### src/design/sha_pkg.sv
package sha_pkg;

    localparam int BlockBytes = 64;
    localparam int QueueDepth = 4;
    localparam int WordCount  = 8;

    typedef struct packed {
        logic [7:0] data_byte;
        logic       byte_valid;
        logic       message_end;
    } beat_t;

    typedef enum logic [2:0] {
        ST_IDLE,
        ST_ROUND,
        ST_PAD,
        ST_EMIT
    } back_state_t;

    function automatic logic [31:0] round_k(input logic [5:0] idx);
        logic [31:0] k [64];
        k = '{
            32'h428a2f98, 32'h71374491, 32'hb5c0fbcf, 32'he9b5dba5,
            32'h3956c25b, 32'h59f111f1, 32'h923f82a4, 32'hab1c5ed5,
            32'hd807aa98, 32'h12835b01, 32'h243185be, 32'h550c7dc3,
            32'h72be5d74, 32'h80deb1fe, 32'h9bdc06a7, 32'hc19bf174,
            32'he49b69c1, 32'hefbe4786, 32'h0fc19dc6, 32'h240ca1cc,
            32'h2de92c6f, 32'h4a7484aa, 32'h5cb0a9dc, 32'h76f988da,
            32'h983e5152, 32'ha831c66d, 32'hb00327c8, 32'hbf597fc7,
            32'hc6e00bf3, 32'hd5a79147, 32'h06ca6351, 32'h14292967,
            32'h27b70a85, 32'h2e1b2138, 32'h4d2c6dfc, 32'h53380d13,
            32'h650a7354, 32'h766a0abb, 32'h81c2c92e, 32'h92722c85,
            32'ha2bfe8a1, 32'ha81a664b, 32'hc24b8b70, 32'hc76c51a3,
            32'hd192e819, 32'hd6990624, 32'hf40e3585, 32'h106aa070,
            32'h19a4c116, 32'h1e376c08, 32'h2748774c, 32'h34b0bcb5,
            32'h391c0cb3, 32'h4ed8aa4a, 32'h5b9cca4f, 32'h682e6ff3,
            32'h748f82ee, 32'h78a5636f, 32'h84c87814, 32'h8cc70208,
            32'h90befffa, 32'ha4506ceb, 32'hbef9a3f7, 32'hc67178f2};
        return k[idx];
    endfunction

    function automatic logic [31:0] init_h(input logic [2:0] idx);
        logic [31:0] h [8];
        h = '{32'h6a09e667, 32'hbb67ae85, 32'h3c6ef372, 32'ha54ff53a,
              32'h510e527f, 32'h9b05688c, 32'h1f83d9ab, 32'h5be0cd19};
        return h[idx];
    endfunction

    function automatic logic [31:0] rotr(input logic [31:0] v, input int n);
        return (v >> n) | (v << (32 - n));
    endfunction

endpackage

### src/design/sha_front.sv
// Input beat queue; decouples the byte stream from the compression engine.
module sha_front #(
    parameter int DEPTH = sha_pkg::QueueDepth
) (
    input  logic            clk,
    input  logic            rst_n,
    input  sha_pkg::beat_t  in_beat,
    input  logic            in_push,
    output logic            in_full,
    output sha_pkg::beat_t  out_beat,
    output logic            out_valid,
    input  logic            out_take
);
    localparam int AW = (DEPTH > 1) ? $clog2(DEPTH) : 1;

    sha_pkg::beat_t mem [DEPTH];
    logic [AW-1:0] wr_reg, wr_next, rd_reg, rd_next;
    logic [AW:0]   cnt_reg, cnt_next;
    logic          do_push, do_pop;

    assign in_full   = (cnt_reg == (AW+1)'(DEPTH));
    assign out_valid = (cnt_reg != '0);
    assign out_beat  = mem[rd_reg];
    assign do_push   = in_push && !in_full;
    assign do_pop    = out_take && out_valid;

    always_comb
    begin
        wr_next  = wr_reg;
        rd_next  = rd_reg;
        cnt_next = cnt_reg;
        if (do_push)
        begin
            wr_next = (wr_reg == AW'(DEPTH-1)) ? '0 : wr_reg + 1'b1;
        end
        if (do_pop)
        begin
            rd_next = (rd_reg == AW'(DEPTH-1)) ? '0 : rd_reg + 1'b1;
        end
        if (do_push && !do_pop)
        begin
            cnt_next = cnt_reg + 1'b1;
        end
        else if (do_pop && !do_push)
        begin
            cnt_next = cnt_reg - 1'b1;
        end
    end

    always_ff @(posedge clk or negedge rst_n)
    begin
        if (!rst_n)
        begin
            wr_reg  <= '0;
            rd_reg  <= '0;
            cnt_reg <= '0;
        end
        else
        begin
            wr_reg  <= wr_next;
            rd_reg  <= rd_next;
            cnt_reg <= cnt_next;
        end
    end

    always_ff @(posedge clk)
    begin
        if (do_push)
        begin
            mem[wr_reg] <= in_beat;
        end
    end
endmodule

### src/design/sha_back.sv
// Block buffer, padding and one-round-per-cycle compression; emits digest words.
module sha_back (
    input  logic            clk,
    input  logic            rst_n,
    input  sha_pkg::beat_t  in_beat,
    input  logic            in_valid,
    output logic            in_take,
    output logic [31:0]     digest_word,
    output logic [2:0]      word_index,
    output logic            last_word,
    output logic            empty,
    input  logic            pop
);
    sha_pkg::back_state_t state_reg, state_next;

    logic [31:0] w_reg [16];          // schedule window, w[0] is current word
    logic [31:0] h_reg [8];
    logic [31:0] v_reg [8];
    logic [5:0]  fill_reg;
    logic [63:0] bits_reg;
    logic [5:0]  rnd_reg;
    logic        pad_done_reg;        // 0x80 already placed in an earlier block
    logic        end_pend_reg;        // message ended on a full block, pad next
    logic        final_reg;           // current compression is the last one
    logic [2:0]  idx_reg;

    logic        take_byte, end_now, last_rnd;
    logic [31:0] t1, t2, s0, s1, w_new;
    logic [5:0]  fill_inc;

    assign in_take  = (state_reg == sha_pkg::ST_IDLE) && in_valid;
    assign take_byte = in_take && in_beat.byte_valid;
    assign fill_inc = fill_reg + 6'd1;
    assign last_rnd = (rnd_reg == 6'd63);

    assign s0 = sha_pkg::rotr(w_reg[1], 7) ^ sha_pkg::rotr(w_reg[1], 18) ^ (w_reg[1] >> 3);
    assign s1 = sha_pkg::rotr(w_reg[14], 17) ^ sha_pkg::rotr(w_reg[14], 19)
              ^ (w_reg[14] >> 10);
    assign w_new = s1 + w_reg[9] + s0 + w_reg[0];

    assign t1 = v_reg[7]
              + (sha_pkg::rotr(v_reg[4], 6) ^ sha_pkg::rotr(v_reg[4], 11)
                 ^ sha_pkg::rotr(v_reg[4], 25))
              + ((v_reg[4] & v_reg[5]) ^ (~v_reg[4] & v_reg[6]))
              + sha_pkg::round_k(rnd_reg) + w_reg[0];
    assign t2 = (sha_pkg::rotr(v_reg[0], 2) ^ sha_pkg::rotr(v_reg[0], 13)
                 ^ sha_pkg::rotr(v_reg[0], 22))
              + ((v_reg[0] & v_reg[1]) ^ (v_reg[0] & v_reg[2]) ^ (v_reg[1] & v_reg[2]));

    assign end_now = in_take && in_beat.message_end;

    always_comb
    begin
        state_next = state_reg;
        unique case (state_reg)
            sha_pkg::ST_IDLE:
            begin
                if (take_byte && fill_reg == 6'd63)
                begin
                    state_next = sha_pkg::ST_ROUND;
                end
                else if (end_now)
                begin
                    state_next = sha_pkg::ST_PAD;
                end
            end
            sha_pkg::ST_ROUND:
            begin
                if (last_rnd)
                begin
                    state_next = final_reg ? sha_pkg::ST_EMIT :
                                 ((pad_done_reg || end_pend_reg) ? sha_pkg::ST_PAD :
                                  sha_pkg::ST_IDLE);
                end
            end
            sha_pkg::ST_PAD:
            begin
                state_next = sha_pkg::ST_ROUND;
            end
            sha_pkg::ST_EMIT:
            begin
                if (pop && idx_reg == 3'd7)
                begin
                    state_next = sha_pkg::ST_IDLE;
                end
            end
            default:
            begin
                state_next = sha_pkg::ST_IDLE;
            end
        endcase
    end

    always_comb
    begin
        empty       = (state_reg != sha_pkg::ST_EMIT);
        digest_word = h_reg[idx_reg];
        word_index  = idx_reg;
        last_word   = (idx_reg == 3'd7);
    end

    always_ff @(posedge clk or negedge rst_n)
    begin
        if (!rst_n)
        begin
            state_reg    <= sha_pkg::ST_IDLE;
            fill_reg     <= '0;
            bits_reg     <= '0;
            rnd_reg      <= '0;
            pad_done_reg <= 1'b0;
            end_pend_reg <= 1'b0;
            final_reg    <= 1'b0;
            idx_reg      <= '0;
            for (int i = 0; i < 8; i++)
            begin
                h_reg[i] <= sha_pkg::init_h(3'(i));
            end
        end
        else
        begin
            state_reg <= state_next;
            unique case (state_reg)
                sha_pkg::ST_IDLE:
                begin
                    if (take_byte)
                    begin
                        fill_reg <= fill_inc;
                        bits_reg <= bits_reg + 64'd8;
                    end
                    if (take_byte && fill_reg == 6'd63)
                    begin
                        rnd_reg      <= '0;
                        pad_done_reg <= 1'b0;
                        final_reg    <= 1'b0;
                        // end on a full block: pad in a fresh block afterwards
                        end_pend_reg <= in_beat.message_end;
                    end
                end
                sha_pkg::ST_ROUND:
                begin
                    rnd_reg <= rnd_reg + 6'd1;
                    if (last_rnd)
                    begin
                        h_reg[0] <= h_reg[0] + t1 + t2;
                        h_reg[4] <= h_reg[4] + v_reg[3] + t1;
                        for (int i = 1; i < 8; i++)
                        begin
                            if (i != 4)
                            begin
                                h_reg[i] <= h_reg[i] + v_reg[i-1];
                            end
                        end
                        fill_reg <= '0;
                        idx_reg  <= '0;
                    end
                end
                sha_pkg::ST_PAD:
                begin
                    rnd_reg      <= '0;
                    end_pend_reg <= 1'b0;
                    if (!pad_done_reg && fill_reg >= 6'd56)
                    begin
                        pad_done_reg <= 1'b1;
                        final_reg    <= 1'b0;
                    end
                    else
                    begin
                        final_reg <= 1'b1;
                    end
                end
                sha_pkg::ST_EMIT:
                begin
                    if (pop)
                    begin
                        idx_reg <= idx_reg + 3'd1;
                        if (idx_reg == 3'd7)
                        begin
                            fill_reg     <= '0;
                            bits_reg     <= '0;
                            pad_done_reg <= 1'b0;
                            final_reg    <= 1'b0;
                            for (int i = 0; i < 8; i++)
                            begin
                                h_reg[i] <= sha_pkg::init_h(3'(i));
                            end
                        end
                    end
                end
                default:
                begin
                end
            endcase
        end
    end

    // schedule window and working variables
    always_ff @(posedge clk)
    begin
        if (state_reg == sha_pkg::ST_IDLE && take_byte)
        begin
            w_reg[fill_reg[5:2]][8*(3-fill_reg[1:0]) +: 8] <= in_beat.data_byte;
            if (fill_reg == 6'd63)
            begin
                for (int i = 0; i < 8; i++)
                begin
                    v_reg[i] <= h_reg[i];
                end
            end
        end
        else if (state_reg == sha_pkg::ST_PAD)
        begin
            for (int i = 0; i < 16; i++)
            begin
                for (int b = 0; b < 4; b++)
                begin
                    if (pad_done_reg || (6'(4*i+b) > fill_reg))
                    begin
                        w_reg[i][8*(3-b) +: 8] <= 8'h00;
                    end
                    else if (6'(4*i+b) == fill_reg)
                    begin
                        w_reg[i][8*(3-b) +: 8] <= 8'h80;
                    end
                end
            end
            if (pad_done_reg || fill_reg < 6'd56)
            begin
                w_reg[14] <= bits_reg[63:32];
                w_reg[15] <= bits_reg[31:0];
            end
            for (int i = 0; i < 8; i++)
            begin
                v_reg[i] <= h_reg[i];
            end
        end
        else if (state_reg == sha_pkg::ST_ROUND)
        begin
            for (int i = 0; i < 15; i++)
            begin
                w_reg[i] <= w_reg[i+1];
            end
            w_reg[15] <= w_new;
            v_reg[7] <= v_reg[6];
            v_reg[6] <= v_reg[5];
            v_reg[5] <= v_reg[4];
            v_reg[4] <= v_reg[3] + t1;
            v_reg[3] <= v_reg[2];
            v_reg[2] <= v_reg[1];
            v_reg[1] <= v_reg[0];
            v_reg[0] <= t1 + t2;
        end
    end
endmodule

### src/design/sha256_stream_hasher_unit.sv
// SHA-256 over a byte stream. Push one beat per byte (byte_valid) and mark the
// final beat with message_end; after padding and the last compression the
// eight digest words come out in order on the result side, word_index 0 first,
// last_word on the eighth. Each full 64-byte block holds the compression
// engine for its 64 rounds (one round per cycle), during which the four-beat
// input queue keeps taking beats until it is full. Ending a message costs one
// or two further compressions before the digest appears.
// The hash state returns to the initial values once the last word is popped.
module sha256_stream_hasher_unit #(
    parameter int QUEUE_DEPTH = sha_pkg::QueueDepth
) (
    input  logic        clk,
    input  logic        rst_n,
    input  logic [7:0]  data_byte,
    input  logic        byte_valid,
    input  logic        message_end,
    input  logic        push,
    output logic        full,
    output logic [31:0] digest_word,
    output logic [2:0]  word_index,
    output logic        last_word,
    output logic        empty,
    input  logic        pop
);
    sha_pkg::beat_t in_beat, q_beat;
    logic           q_valid, q_take;

    assign in_beat.data_byte   = data_byte;
    assign in_beat.byte_valid  = byte_valid;
    assign in_beat.message_end = message_end;

    // front: beat queue
    sha_front #(.DEPTH(QUEUE_DEPTH)) u_front (
        .clk       (clk),
        .rst_n     (rst_n),
        .in_beat   (in_beat),
        .in_push   (push),
        .in_full   (full),
        .out_beat  (q_beat),
        .out_valid (q_valid),
        .out_take  (q_take)
    );

    // back: block assembly, padding, compression, digest output
    sha_back u_back (
        .clk         (clk),
        .rst_n       (rst_n),
        .in_beat     (q_beat),
        .in_valid    (q_valid),
        .in_take     (q_take),
        .digest_word (digest_word),
        .word_index  (word_index),
        .last_word   (last_word),
        .empty       (empty),
        .pop         (pop)
    );
endmodule
### config.mk
export PLATFORM = sky130hd
export DESIGN_NAME = sha256_stream_hasher_unit
export DESIGN_NICKNAME = d
export VERILOG_FILES = /design/src/design/sha_pkg.sv /design/src/design/sha_front.sv /design/src/design/sha_back.sv /design/src/design/sha256_stream_hasher_unit.sv
export SDC_FILE = /design/constraint.sdc
export NUM_CORES = 2
export LEC_CHECK = 0
export ABC_CLOCK_PERIOD_IN_PS = 25400
export BUFFER_PORTS_ARGS = -buffer_cell sky130_fd_sc_hd__buf_2
export CAP_MARGIN = 20
export CORE_MARGIN = 1.5
export CORE_UTILIZATION = 50
export DETAILED_ROUTE_END_ITERATION = 10
export PLACE_DENSITY = 0.71
export SYNTH_ARGS = -nofsm -noshare
export SYNTH_HDL_FRONTEND = slang
export SYNTH_SLANG_ARGS = --single-unit
### constraint.sdc
create_clock -name clk -period 25.4 [get_ports clk]
set_input_delay 2.54 -clock clk [delete_from_list [all_inputs] [get_ports clk]]
set_output_delay 2.54 -clock clk [all_outputs]
set_load 0.05 [all_outputs]
==> qor.yml <==
run_status:
  status: "complete, no violations"
cells_and_area:
  drive_above_1_share_pct: 10.5
  largest_reg_flops: 512
  nNetsFinal: 8955
  final-seq-area_um2: 31400
  multi_input_area_um2: 45700
  syn2layout_area_growth_pct: 8.59
  num-fill-cells: 13900
sta:
  slew_headroom_pct: 13.8
  tns_ns: 0
  skew_ns: 0.0409
  fin_crit_sh_pct: 47.9
  min_period_ns: 12.16
  rsz0062_at_grt: "false"
  hold_violations: 0
  max_freq_mhz: 82.2
  finalMaxSlewViolations: 0
  finalSetupViolCount: 0
  worst_pin_slew_ns: 1.28
synth:
  synth_async_sr_flop_share_pct: 29.9
  synth_ff_type: "edfxtp_1"
  synth_area_leaders: "edfxtp_1 (24%), ha_1 (6.9%), dfrtp_1 (6.5%)"
  synth_warnings: 0
  synth_area_um2: 80400
  yosysTopAreaCellShare_pct: 23.9
  netlist_instances: 8399
  synth-seq-cells: 1152
  yosysMostFrequentCell: "nand2_1"
  post-synth-top-area-cell: "edfxtp_1"
  syn_nets: 9083
  synth_seq_area_share_pct: 39.0
  avgSynthCellArea_um2: 9.57
  synth_common_cells: "nand2_1 (793), nor2_1 (769), a21oi_1 (749), o21ai_0 (671), edfxtp_1 (639)"
  synth_edf_count: 639
  synth.distinct_cells: 83
critical_path:
  slowest_delay_ns: 0.87
  required_ns: 26.08
  critPathLaunchType: "flip-flop"
  crit_fanout: 20
  slowest_stage: "dfrtp_1"
  critPathBufInv: 5
  cpMostUsedCell: "fa_1"
  crit_type: "reg -> reg"
  cp_top_family: "compound AO/OA/AOI/OAI gates"
  arrival_ns: 12.85
  cp-end-kind: "flip-flop"
routing:
  via_per_inst: 6.40
  wl_per_cell_um: 27.5
  dr_total_vias: 67400
  drc: 0
  ant_nets: 0
  drt_first_pass_iters: 8
  drtIter0Drc: 7619
  routed_wl_um: 289000
clock_network:
  cts-hold-fix-buffers: 0
  post_cts_resized: 0
  insertion_delay_ns: 0.81
  cts_tree: "yes"
  cts_buffers: 137
  h-tree-depth: 4
  post_cts_buffers: 0
  cts_root_buf: "clkbuf_16"
  clk_pin_slew_ns: 0.06
  clock_sinks: 1152
  clock_path_buffers: 3
place:
  numPortBuffers: 51
  gp_congestion: 1.01
  dpl.hpwl_um: 216000
global_routing:
  antenna_found_initial: 21
  grt_overflow_total: 0
  grt_pass1_wl_um: 425000
  track_usage_pct: 34.9
  grt_max_degree: 194
  grt_pass1_vias: 64700
floorplanning:
  die_h_um: 404
  initial_core_util_pct: 50.5
  core_um2: 159000
  ioPinCount: 52
  rows: 146
  die_w_um: 404
  die_area_um2: 163000
job:
  maxCapViolCount: 0
min_path:
  min_path_type: "reg -> reg"
==> per-layer routing <==
layer / GRT usage [%] / vias to the layer above / wire length, µm
met3: 7.33 / 941 / 26000
li1: - / 29800 / -
met1: 44.3 / 33200 / 112000
met2: 54.3 / 3431 / 130000
met5: 0 / - / 238
met4: 22.2 / 24 / 21600
==> worst register-to-register path: cells and delay by family (launching register included) <==
| kind | cells | cell delay [ns] |
|---|---|---|
| compound gates | 18 | 4.18 |
| xor+xnor | 3 | 0.82 |
| flops | 1 | 0.87 |
| simple gates | 5 | 1.31 |
| fa+ha+maj | 8 | 3.96 |
| buf+inv | 5 | 0.96 |
==> stage by stage <==
stage | instances | worst slack, ns | hold slack, ns | instance area, µm² | utilization, %
after floorplan | 8399 | 15.86 | 0.447 | 80400 | -
after global placement | 10300 | 13.42 | 0.464 | 82600 | 51.9
after detailed placement | 10300 | 13.35 | 0.477 | 82600 | 51.9
after CTS | 10500 | 13.30 | 0.492 | 87100 | 54.8
after global routing | 10500 | 12.60 | 0.518 | 87300 | 54.9
final | 10500 | 13.24 | 0.491 | 87300 | 54.9
==> area by class of cell <==
| type | count | share of cell area (%) |
|---|---|---|
| sequential | 1152 | 35.9 |
| timing repair buffer | 169 | 1.41 |
| inverter | 493 | 2.12 |
| antenna | 1 | 0.00287 |
| clock buffer | 188 | 4.34 |
| tap | 2146 | 3.08 |
| clock inverter | 68 | 0.840 |
| multi-input combinational | 6318 | 52.3 |
==> cells by family after synthesis <==
kind of cell	share of synthesized area, %
buf+inv	4.35
mux	5.91
compound gates	19.0
xor+xnor	7.03
flops	39.0
fa+ha+maj	12.9
simple gates	11.8
==> final timing paths <==
check	startpoint	end	slack [ns]	cells past startpoint
max in group asynchronous	rst_n	u_back.rnd_reg[2]$_DFFE_PN0P_	22.02	2
worst max-delay path	u_back.rnd_reg[1]$_DFFE_PN0P_	u_back.h_reg[127]$_DFFE_PN0P_	13.24	39
worst min-delay path	u_back.w_reg[13][11]$_SDFFE_PP0P_	u_back.w_reg[12][11]$_SDFFE_PP0P_	0.49	2
worst min register to register	u_back.w_reg[13][11]$_SDFFE_PP0P_	u_back.w_reg[12][11]$_SDFFE_PP0P_	0.49	2
worst max register to register	u_back.rnd_reg[1]$_DFFE_PN0P_	u_back.h_reg[127]$_DFFE_PN0P_	13.24	39
min in group asynchronous	rst_n	u_back.h_reg[180]$_DFFE_PN0P_	1.77	1
==> cell usage in the layout (no fill, tap or decap), types with 136 or more instances in the layout <==
master and n:
edfxtp_1 639, dfstp_2 136, nor2_1 766, inv_1 486, dfrtp_1 201, o21ai_0 670
a21o_1 207, nand2_1 792, xnor2_1 365, ha_1 441, mux2_2 233, dfxtp_1 169
fa_1 228, a21oi_1 748, clkbuf_16 139, xor2_1 278
Power is left out: the tool's default activity adds up to more than one toggle a clock period on the data nets, which glitch-free logic cannot reach.
